--- config.mk ---
export PLATFORM = sky130hd
export DESIGN_NAME = srfq_ctrl
export DESIGN_NICKNAME = d
export VERILOG_FILES = /design/src/srfq_pkg.sv /design/src/srfq_ctrl.sv
export SDC_FILE = /design/constraint.sdc
export NUM_CORES = 1
export LEC_CHECK = 0
export BUFFER_PORTS_ARGS = -buffer_cell sky130_fd_sc_hd__buf_4
export CAP_MARGIN = 20
export CORE_AREA = 8 8 45 47
export DETAILED_ROUTE_END_ITERATION = 8
export DIE_AREA = 0 0 53 55
export GPL_ROUTABILITY_DRIVEN = 0
export GPL_TIMING_DRIVEN = 0
export HOLD_SLACK_MARGIN = 0.06
export PLACE_DENSITY = 0.48
export SLEW_MARGIN = 30
export SYNTH_ARGS = -nofsm -noshare
export SYNTH_HDL_FRONTEND = slang
export SYNTH_SLANG_ARGS = --single-unit
export TNS_END_PERCENT = 50
--- constraint.sdc ---
create_clock -name i_clk -period 3.1 [get_ports i_clk]
set_input_delay 0.465 -clock i_clk [delete_from_list [all_inputs] [get_ports i_clk]]
set_output_delay 0.465 -clock i_clk [all_outputs]
set_load 0.005 [all_outputs]
--- src/srfq_pkg.sv ---
// srfq_pkg: shared constants, types and helpers for the scan record framer queue.
// No dependencies; the design files and the bench refer to it by scoped names.
package srfq_pkg;

    localparam int RING_RECORDS  = 32;
    localparam int BATCH_RECORDS = 4;
    localparam int RECORD_BYTES  = 160;
    localparam int REC_WORDS     = RECORD_BYTES / 8;
    localparam int MAX_SAMPLES   = 65;

    localparam int SLOT_W  = $clog2(RING_RECORDS);
    localparam int CNT_W   = $clog2(RING_RECORDS + 1);
    localparam int ADDR_W  = $clog2(RING_RECORDS * REC_WORDS);
    localparam int WORD_W  = $clog2(REC_WORDS);
    localparam int PADDR_W = 3;

    localparam logic [WORD_W-1:0] FIRST_SAMPLE_WORD = WORD_W'(3);
    localparam logic [WORD_W-1:0] SUM_WORD          = WORD_W'(REC_WORDS - 1);
    localparam logic [3:0]        LAST_BEAT         = 4'(REC_WORDS / 2 - 1);
    localparam logic [31:0]       MAGIC_WORD        = 32'h3153_4B48;
    localparam logic [15:0]       REC_LEN           = 16'(RECORD_BYTES);
    localparam logic [15:0]       CEILING_RESET     = 16'd4096;
    // halfword sum of magic and length
    localparam logic [19:0]       HDR_CONST_SUM     = 20'h04B48 + 20'h03153 + 20'(RECORD_BYTES);

    localparam logic [0:0] REG_CEILING = 1'b0;

    typedef enum logic [2:0] {
        OP_BEGIN    = 3'd0,
        OP_SAMPLE   = 3'd1,
        OP_SERVICE  = 3'd2,
        OP_XFER_DONE = 3'd3,
        OP_LINK_RST = 3'd4,
        OP_START    = 3'd5,
        OP_STOP     = 3'd6
    } t_opcode;

    typedef enum logic [2:0] {
        S_IDLE,
        S_COMMIT,
        S_RD_LO,
        S_RD_HI,
        S_BEAT,
        S_STATUS
    } t_state;

    typedef struct packed {
        logic [2:0]  opcode;
        logic [7:0]  sample_count;
        logic [7:0]  profile;
        logic [31:0] tick;
        logic [15:0] sample;
        logic        link_ready;
        logic        link_accept;
    } t_item;

    typedef struct packed {
        logic accept;
        logic commit;
        logic rd_lo;
        logic rd_hi;
        logic load_beat;
        logic load_status;
    } t_cmd;

    typedef struct packed {
        logic go_commit;
        logic go_batch;
        logic commit_done;
        logic last_beat;
        logic out_free;
    } t_stat;

    // sample words past the record's sample count read as zero
    function automatic logic word_kept(input logic [WORD_W-1:0] word, input logic [6:0] cnt);
        logic [6:0] first;
        first = {word - FIRST_SAMPLE_WORD, 2'b00};
        if (word < FIRST_SAMPLE_WORD || word == SUM_WORD) begin
            return 1'b1;
        end
        return first < cnt;
    endfunction

endpackage

--- src/srfq_ctrl.sv ---
// srfq_ctrl: sequencing state machine for item handling, record commit and beat output.
// Depends on srfq_pkg.
module srfq_ctrl (
    input  logic            i_clk,
    input  logic            i_rst_n,
    input  logic            i_in_valid,
    input  srfq_pkg::t_stat i_stat,
    output logic            o_in_ready,
    output srfq_pkg::t_cmd  o_cmd
);

    srfq_pkg::t_state r_state, n_state;

    always_ff @(posedge i_clk) begin
        if (!i_rst_n) begin
            r_state <= srfq_pkg::S_IDLE;
        end else begin
            r_state <= n_state;
        end
    end

    always_comb begin
        n_state    = r_state;
        o_cmd      = '0;
        o_in_ready = 1'b0;
        case (r_state)
            srfq_pkg::S_IDLE: begin
                o_in_ready = 1'b1;
                if (i_in_valid) begin
                    o_cmd.accept = 1'b1;
                    if (i_stat.go_commit) begin
                        n_state = srfq_pkg::S_COMMIT;
                    end else if (i_stat.go_batch) begin
                        n_state = srfq_pkg::S_RD_LO;
                    end else begin
                        n_state = srfq_pkg::S_STATUS;
                    end
                end
            end
            srfq_pkg::S_COMMIT: begin
                o_cmd.commit = 1'b1;
                if (i_stat.commit_done) begin
                    n_state = srfq_pkg::S_STATUS;
                end
            end
            srfq_pkg::S_RD_LO: begin
                o_cmd.rd_lo = 1'b1;
                n_state = srfq_pkg::S_RD_HI;
            end
            srfq_pkg::S_RD_HI: begin
                o_cmd.rd_hi = 1'b1;
                n_state = srfq_pkg::S_BEAT;
            end
            srfq_pkg::S_BEAT: begin
                if (i_stat.out_free) begin
                    o_cmd.load_beat = 1'b1;
                    n_state = i_stat.last_beat ? srfq_pkg::S_IDLE : srfq_pkg::S_RD_LO;
                end
            end
            srfq_pkg::S_STATUS: begin
                if (i_stat.out_free) begin
                    o_cmd.load_status = 1'b1;
                    n_state = srfq_pkg::S_IDLE;
                end
            end
            default: begin
                n_state = srfq_pkg::S_IDLE;
            end
        endcase
    end

endmodule

==> results.md, run 1 <==
- Synth Area per Inst: 7.26 µm²
- Worst-path maximum fanout: 10
- Synth cell types: 18
- End of the critical path: o_cmd[3]
- Synthesized cell area: 218 µm²
- Vias in the first global route: 269
- DRC Markers: 0
- CP peak stage delay: 0.35 ns
- Crit path buffers/inverters: 2
- Final setup TNS: 0 ns
- RSZ-0062 raised after global routing: false
- Shortest period the worst path allows: 1.75 ns
- Biggest register: r_state
- Routed WL: 668 µm
- CTS tree: done
- # setup viols final: 0
- CORE AREA: 1380 µm²
- Inserted Clock Buffers: 3
- Synth area leader: dfxtp_1
- Post_cts resized: 0
- Clk Latency, worst-skew pair: 0.23 ns
- Synth top cells by count: 3 x dfxtp_1, 3 x nand2_1, 3 x nand2b_1, 3 x o21ai_0
- Leak pwr: 0.164 nW
- H-tree depth: 1
- EDFF count, synth: 0
- Area Growth Syn to Fin: 69.5%
- Worst flop-to-flop path startpoint: r_state[2]$_SDFFE_PN0P_
- Initial antenna violation count: 0
- All-Layer GR Usage: 5.40%
- Critical path's top delay family: buffers and inverters
- Crit path launch: r_state[1]$_SDFFE_PN0P_
- Max Root-Sink Buffers: 2
- Ys Warns: 0
- DR iter-0 viols: 7
- Fmax: 0.572 GHz
- Async S/R FF share, synth: 0%
- Synth Instances: 30
- Reg clk slew, reported paths: 0.03 ns
- Sequential area share after synthesis: 27.6%
- Number of flip-flops under the largest register name: 3
- Biggest regs: r_state (3)
- Fin. max-slew vios: 0
- Die width: 53 µm
- Initial Util: 15.7%
- Rows: 14
- Least-Margin Pin Slew: 0.367 ns
- Share of post-route cells with drive strength above 1: 41.7%
- PwrDens: 452 nW/µm²
- CP endpoint kind: primary output
- Max-slew headroom: 75.5%
- Gr ovfl total: 0
- Vias post-DR: 269
- Clock Skews: 0.00150 ns
- R2r setup slk: 1.85 ns
- Setup WS post-layout: 1.35 ns
- Post-CTS setup buffer count: 0
- Pre-CTS WS: 1.61 ns
- Largest cells by area after synthesis: dfxtp_1 28%, nand2b_1 8.6%, o21ai_0 6.9%
- Post-synth top area share: 27.6%
- #FFs+latches synth: 3
- # Max-Cap Violations: 0
- Worst reg2reg path depth: 3
- PortBufs: 14
- Worst Hold Class: in2reg
- Crit-path cells: clkbuf_1 -> nor3b_1 -> buf_4
- # clock sinks: 3
- CP Depth: 3
- Status: finished clean
- Final hold violations: 0
- Detailed placement HPWL: 548 µm
- Num ports: 15
- Largest net degree at the start of global routing: 11
- Hold bufs inserted after CTS: 0
- Main synth FF type: dfxtp_1
- Final period util: 56.4%
- Setup crit start kind: flip-flop
- Worst reg2reg endpoint: r_state[0]$_SDFFE_PN0P_
- Slowest-stage cell, CP: dfxtp_1
- First-pass GRT wire length: 1170 µm
- Routed length per instance: 10.4 µm
- Hold wc startpoint: i_stat[1]
- Routed Antenna Nets: 0
- Worst path required time: 2.63 ns
- Net count of the mapped netlist: 38
- Die Area: 2920 µm²
- Via density: 4.20
- CTS root buf: clkbuf_4
- Critical path class: reg2out
- N_diodes: 0
- Die height: 55 µm
- Drt pass-1 iters: 4
- Critical path data arrival time: 1.28 ns
- Layout Nets: 57
- Worst vdd ir: 0.287 mV
-- final cells by class --
cell class                 count  area [µm²]
multi-input combinational     24         146
buffer                         2        7.51
inverter                       1        3.75
sequential                     3        60.1
fill                         155        1010
timing repair buffer          14         105
clock buffer                   4        26.3
tap                           16        20.0
-- logic make-up after synthesis --
logic type             Yosys count  synth area share, %
AO/OA/AOI/OAI                    7                 19.0
buffers and inverters            3                 5.17
flip-flops                       3                 27.6
multiplexers                     1                 5.17
AND/OR/NAND/NOR                 16                 43.1
-- how the worst min path moves through the flow --
stage	endpoint	slack, ns	cells after the start
after global placement	r_state[1]$_SDFFE_PN0P_	0.56	2
after detailed placement	r_state[1]$_SDFFE_PN0P_	0.56	2
final	r_state[1]$_SDFFE_PN0P_	0.50	3
after CTS	r_state[1]$_SDFFE_PN0P_	0.49	3
after global routing	r_state[1]$_SDFFE_PN0P_	0.49	3
after floorplan	r_state[1]$_SDFFE_PN0P_	0.51	2
-- power breakdown --
group | switching [mW] | total, mW | internal [mW] | leakage (nW)
combinational | 0.0234 | 0.0526 | 0.0292 | 0.125
sequential | 0.00423 | 0.0476 | 0.0433 | 0.0247
clock | 0.0186 | 0.0667 | 0.0481 | 0.0150
-- routing by layer --
metal / vias to the layer above / GRT usage [%] / wire length [µm]
met1: 110 / 6.04 / 294
met5: - / 0 / 0
li1: 145 / - / -
met2: 14 / 7.62 / 268
met3: 0 / 4.55 / 105
met4: 0 / 1.29 / 0
-- worst min-delay path, cell delays in order --
cell and delay [ns]:
buf_4 0.07, or4b_1 0.09, a21oi_1 0.05
-- placed cells by master (no fill, tap or decap), drive strengths merged, types with 2 or more instances in the layout --
| master | synthesis | layout |
|---|---|---|
| nand2 | 3 | 3 |
| dfxtp | 3 | 3 |
| buf | 0 | 14 |
| clkbuf | 2 | 6 |
| nor2 | 2 | 2 |
| o21ai | 3 | 3 |
| a211oi | 2 | 2 |
| nand2b | 3 | 3 |
| nor3 | 2 | 2 |
-- metrics by stage --
stage          instance area [µm²]  total power [mW]  hold WS (ns)  util [%]  std cells
6_report                       369             0.167         0.496      26.7         64
4_1_cts                        369             0.172         0.492      26.7         64
5_1_grt                        369             0.187         0.492      26.7         64
3_3_place_gp                   343             0.101         0.558      24.8         60
3_5_place_dp                   343             0.102         0.558      24.8         60
2_1_floorplan                  218            0.0741         0.514         -         30
(Power assumes the default switching activity.)
==> run 2, diff against run 1 <==
- PLACE_DENSITY: 0.48 -> 0.49
- clock period: 3.1 -> 1.5 ns (I/O delays scaled with it)
==> run 2 against run 1 <==
Sequential cell count stayed put; largest power group unchanged; final area is 2.0% lower; utilization is 0.54 points lower; sequential share of layout area is 0.34 points higher; critical endpoint is now o_cmd[5]; highest routed layer unchanged.
==> results.md, run 2 (synthesis results as in run 1) <==
- Clk pwr share: 41.3% (+1.3 points)
- DRC Markers: 0 (unchanged)
- CORE AREA: 1380 µm² (unchanged)
- CP peak stage delay: 0.51 ns (+0.16 ns)
- Area Growth Syn to Fin: 66.1%
- DR iter-0 viols: 3 (-4)
- Via density: 4.32 (+2.8%)
- Clk Latency, worst-skew pair: 0.23 ns (about the same)
- # clock sinks: 3 (unchanged)
- Gate power share: 27.0% (-4.5 points)
- Worst path required time: 1.27 ns (-1.36 ns)
- Worst hold slack: 0.251 ns (-0.244 ns)
- Post-CTS setup buffer count: 0 (unchanged)
- Clock Skews: 0.00319 ns (+0.00169 ns)
- Fin. max-slew vios: 0 (unchanged)
- Rows: 14 (unchanged)
- Post_cts resized: 0 (unchanged)
- Worst flop-to-flop path startpoint: r_state[2]$_SDFFE_PN0P_
- Routed Antenna Nets: 0 (unchanged)
- Share of post-route cells with drive strength above 1: 43.5% (+1.8 points)
- Grt peak-use layer: met2
- Met1 global-route usage: 5.76% (-0.28 points)
- Critical path class: reg2out
- Internal: 0.248 mW (+110%)
- Sequential Power Share: 31.7% (+3.2 points)
- Setup crit start kind: flip-flop
- Reg clk slew, reported paths: 0.04 ns (about the same)
- Met3 Resource Use GR: 4.28% (-0.27 points)
- H-tree depth: 1 (unchanged)
- Initial antenna violation count: 0 (unchanged)
- Leak pwr: 0.162 nW (-1.4%)
- Largest net degree at the start of global routing: 13 (+2)
- Worst reg2reg endpoint: r_state[1]$_SDFFE_PN0P_
- R2r setup slk: 0.26 ns (-1.59 ns)
- # Max-Cap Violations: 0 (unchanged)
- Die height: 55 µm (unchanged)
- Least-Margin Pin Slew: 0.342 ns (-0.0256 ns)
- Hold bufs inserted after CTS: 0 (unchanged)
- Num ports: 15 (unchanged)
- Number of flip-flops under the largest register name: 3 (unchanged)
- PwrDens: 967 nW/µm² (+110%)
- Inserted Clock Buffers: 3 (unchanged)
- N_diodes: 0 (unchanged)
- End of the critical path: o_cmd[5]
- Fmax: 0.736 GHz
- Initial Util: 15.7% (unchanged)
- Most common cell after layout, fill and taps aside: buf_4
- Switching share of power: 29.1% (+1.4 points)
- Max-slew headroom: 77.2% (+1.7 points)
- Worst vdd ir: 0.271 mV (-5.6%)
- Routed length per instance: 11.0 µm (+5.7%)
- Drt pass-1 iters: 2 (-2)
- M2 GR Usage: 6.05% (-1.6 points)
- # setup viols final: 0 (unchanged)
- First-pass GRT wire length: 1070 µm (-8.9%)
- Final setup TNS: 0 ns (unchanged)
- CTS root buf: clkbuf_4
- Worst reg2reg path depth: 3 (unchanged)
- Die width: 53 µm (unchanged)
- Routed WL: 684 µm (+2.4%)
- Critical path data arrival time: 1.13 ns (-0.15 ns)
- Gr ovfl total: 0 (unchanged)
- Biggest regs: r_state (3)
- Detailed placement HPWL: 548 µm (about the same)
- PortBufs: 14 (unchanged)
- Biggest register: r_state
- Vias post-DR: 268 (-0.37%)
- Final period util: 90.5%
- RSZ-0062 raised after global routing: false
- Worst Hold Class: in2reg
- Final hold violations: 0 (unchanged)
- Crit path launch: r_state[1]$_SDFFE_PN0P_
- Shortest period the worst path allows: 1.36 ns
- Crit-path cells: nor3_1 -> and2_1 -> buf_4
- Total power: 0.349 mW (+110%)
- NetSw: 0.102 mW (+120%)
- All-Layer GR Usage: 4.97% (-0.43 points)
- Max Root-Sink Buffers: 2 (unchanged)
- Worst-path maximum fanout: 12 (+2)
- Die Area: 2920 µm² (unchanged)
- Status: finished clean
- Slowest-stage cell, CP: dfxtp_1
- Layout Nets: 55 (-3.5%)
- Vias in the first global route: 250 (-7.1%)
- CTS tree: done
- CP endpoint kind: primary output
## run 2: layout make-up
| type | instances | area, µm² |
|---|---|---|
| fillers | 158 | 1020 |
| repair buffers | 14 | 105 |
| multi-input cells | 24 | 146 |
| inverters | 1 | 3.75 |
| well taps | 16 | 20.0 |
| clock buffers | 4 | 26.3 |
| flip-flops and latches | 3 | 60.1 |
## run 2: layer usage
layer / part of all wire (%) / vias to the layer above
li1: - / 141
met1: 50 / 116
met2: 40 / 11
met3: 9.5 / 0
met4: 0 / 0
met5: 0 / -
## run 2: worst min path at each step
stage | from | to | slack, ns | cells after the start
2_1_floorplan | i_rst_n | r_state[1]$_SDFFE_PN0P_ | 0.36 | 2
3_3_place_gp | i_stat[1] | r_state[1]$_SDFFE_PN0P_ | 0.49 | 3
3_5_place_dp | i_stat[1] | r_state[1]$_SDFFE_PN0P_ | 0.49 | 3
4_1_cts | i_stat[1] | r_state[1]$_SDFFE_PN0P_ | 0.24 | 3
5_1_grt | i_stat[1] | r_state[1]$_SDFFE_PN0P_ | 0.24 | 3
6_report | i_stat[1] | r_state[1]$_SDFFE_PN0P_ | 0.25 | 3
## run 2: power groups by stage
stage	Sequential, mW	Combinational [mW]	Clock (mW)
2_1_floorplan	0.0973	0.0557	0
3_3_place_gp	0.0994	0.110	0
3_5_place_dp	0.0994	0.111	0
4_1_cts	0.102	0.106	0.151
5_1_grt	0.113	0.104	0.166
6_report	0.111	0.0943	0.145
## run 2: metrics by stage
stage,instance area [µm²],instances,utilization [%],worst slack [ns]
6_report,362,62,26.1,0.142
5_1_grt,362,62,26.1,0.0539
4_1_cts,365,63,26.4,0.0107
3_5_place_dp,343,60,24.8,0.243
3_3_place_gp,343,60,24.8,0.242
2_1_floorplan,218,30,-,0.346
## run 2: worst max-delay path: cells and delay by family (launching register included)
kind	cells	cell delay [ns]
buf+inv	1	0.13
flops	1	0.51
simple gates	2	0.27
==> run 3, diff against run 2 <==
- REMOVE_ABC_BUFFERS: not set -> 1
==> run 3 against run 2 <==
Clock power is 3% lower; final cell count is the same; final area is the same; utilization unchanged; sequential cell count unchanged; combinational power decreased by 1%; first-iteration DRC count decreased by 67%; count of clock-buffer cells in the layout did not move; register-to-register slack worse by 0.03 ns; die area unchanged; highest routed layer unchanged.
==> results.md, run 3 (synthesis results as in run 1) <==
- All-Layer GR Usage: 5.24% (+0.28 points)
- DR iter-0 viols: 1 (-2)
- Area Growth Syn to Fin: 66.1% (unchanged)
- Worst path required time: 1.27 ns (about the same)
- # fillers: 157 (-0.63%)
- PwrDens: 952 nW/µm² (-1.5%)
- CP peak stage delay: 0.50 ns (about the same)
- DRC Markers: 0 (unchanged)
- Post-CTS setup buffer count: 0 (unchanged)
- Die width: 53 µm (unchanged)
- Fmax: 0.744 GHz (+1.0%)
- Number of flip-flops under the largest register name: 3 (unchanged)
- Via density: 4.19 (-3.0%)
- Biggest register: r_state
- # clock sinks: 3 (unchanged)
- Worst-path maximum fanout: 12 (unchanged)
- Register Area: 60.1 µm² (unchanged)
- Design area: 362 µm² (unchanged)
- Hold bufs inserted after CTS: 0 (unchanged)
- CP endpoint kind: primary output
- Fin. max-slew vios: 0 (unchanged)
- Share of post-route cells with drive strength above 1: 43.5% (unchanged)
- Routed WL: 659 µm (-3.7%)
- Status: finished clean
- CTS root buf: clkbuf_4
- Setup crit start kind: flip-flop
- Die Area: 2920 µm² (unchanged)
- Num ports: 15 (unchanged)
- Final period util: 89.6% (-0.92 points)
- First-pass GRT wire length: 1080 µm (+0.65%)
- Leak pwr: 0.162 nW (unchanged)
- CORE AREA: 1380 µm² (unchanged)
- Rows: 14 (unchanged)
- PortBufs: 14 (unchanged)
- Initial antenna violation count: 0 (unchanged)
- Crit path buffers/inverters: 1 (unchanged)
- Reg clk slew, reported paths: 0.04 ns (about the same)
- H-tree depth: 1 (unchanged)
- Initial Util: 15.7% (unchanged)
- Multi-input logic area: 146 µm² (unchanged)
- Critical path class: reg2out
- Drt pass-1 iters: 3 (+1)
- Critical path data arrival time: 1.12 ns (about the same)
- # Max-Cap Violations: 0 (unchanged)
- Most common cell after layout, fill and taps aside: buf_4
- Die height: 55 µm (unchanged)
- Routed length per instance: 10.6 µm (-3.7%)
- Crit-path cells: nor3_1 -> and2_1 -> buf_4
- N_diodes: 0 (unchanged)
- Worst vdd ir: 0.440 mV (+62%)
- Least-Margin Pin Slew: 0.323 ns (-0.0181 ns)
- CTS tree: done
- Largest net degree at the start of global routing: 13 (unchanged)
- Clk Latency, worst-skew pair: 0.23 ns (about the same)
- Worst Hold Class: in2reg
- Detailed placement HPWL: 527 µm (-3.9%)
- Layout Nets: 55 (unchanged)
- Shortest period the worst path allows: 1.34 ns (-0.0138 ns)
- # setup viols final: 0 (unchanged)
- RSZ-0062 raised after global routing: false
- Final hold violations: 0 (unchanged)
- Gr ovfl total: 0 (unchanged)
- Vias post-DR: 260 (-3.0%)
- Final setup TNS: 0 ns (unchanged)
- Slowest-stage cell, CP: dfxtp_1
- Inserted Clock Buffers: 3 (unchanged)
- Max-slew headroom: 78.4% (+1.2 points)
- Vias in the first global route: 246 (-1.6%)
- Clock Skews: 0.00186 ns (-0.00133 ns)
- Biggest regs: r_state (3)
- Placement Cell Area: 335 µm² (-2.2%)
- Routed Antenna Nets: 0 (unchanged)
- Max Root-Sink Buffers: 2 (unchanged)
- Post_cts resized: 0 (unchanged)
- Critical path's top delay family: flip-flops
-- run 3: final cells by class --
cell class | instances | area share, %
clock buffer | 4 | 7.27
multi-input combinational | 24 | 40.5
tap | 16 | 5.54
timing repair buffer | 14 | 29.1
inverter | 1 | 1.04
sequential | 3 | 16.6
-- run 3: path summary, 6_finish.rpt --
path / cells past startpoint / to / slack, ns / start
setup / recovery: 3 / o_cmd[5] / 0.16 / r_state[1]$_SDFFE_PN0P_
hold / removal: 3 / r_state[1]$_SDFFE_PN0P_ / 0.24 / i_rst_n
setup reg to reg: 3 / r_state[0]$_SDFFE_PN0P_ / 0.23 / r_state[2]$_SDFFE_PN0P_
hold reg to reg: 2 / r_state[2]$_SDFFE_PN0P_ / 0.58 / r_state[2]$_SDFFE_PN0P_
-- run 3: metal layers --
layer	part of all wire (%)	up-vias	GRT usage [%]	routed length, µm
met1	44	110	5.01	293
met5	0	-	0	0
met4	0	0	2.59	0
li1	-	141	-	-
met2	44	9	7.03	291
met3	11	0	5.61	74
-- run 3: worst reg2reg max path, delay by kind of cell (launching register included) --
family	cells	cell delay, ns
multiplexers	1	0.37
AO/OA/AOI/OAI	2	0.32
flip-flops	1	0.44
-- run 3: where the power goes --
| part | leakage [nW] | switching, mW | internal [mW] |
|---|---|---|---|
| logic | 0.122 | 0.0350 | 0.0581 |
| registers | 0.0247 | 0.0210 | 0.0896 |
| clock network | 0.0150 | 0.0409 | 0.0996 |
| total | 0.162 | 0.0968 | 0.247 |
-- run 3: through the flow --
step | worst slack [ns] | utilization, % | std cells | hold WS [ns] | power [mW]
CTS | 0.128 | 26.1 | 62 | 0.239 | 0.355
global route | 0.0635 | 26.1 | 62 | 0.235 | 0.379
finish | 0.156 | 26.1 | 62 | 0.245 | 0.344
global placement | 0.236 | 24.2 | 58 | 0.490 | 0.207
floorplan | 0.350 | - | 28 | 0.355 | 0.150
detailed placement | 0.225 | 24.2 | 58 | 0.487 | 0.208
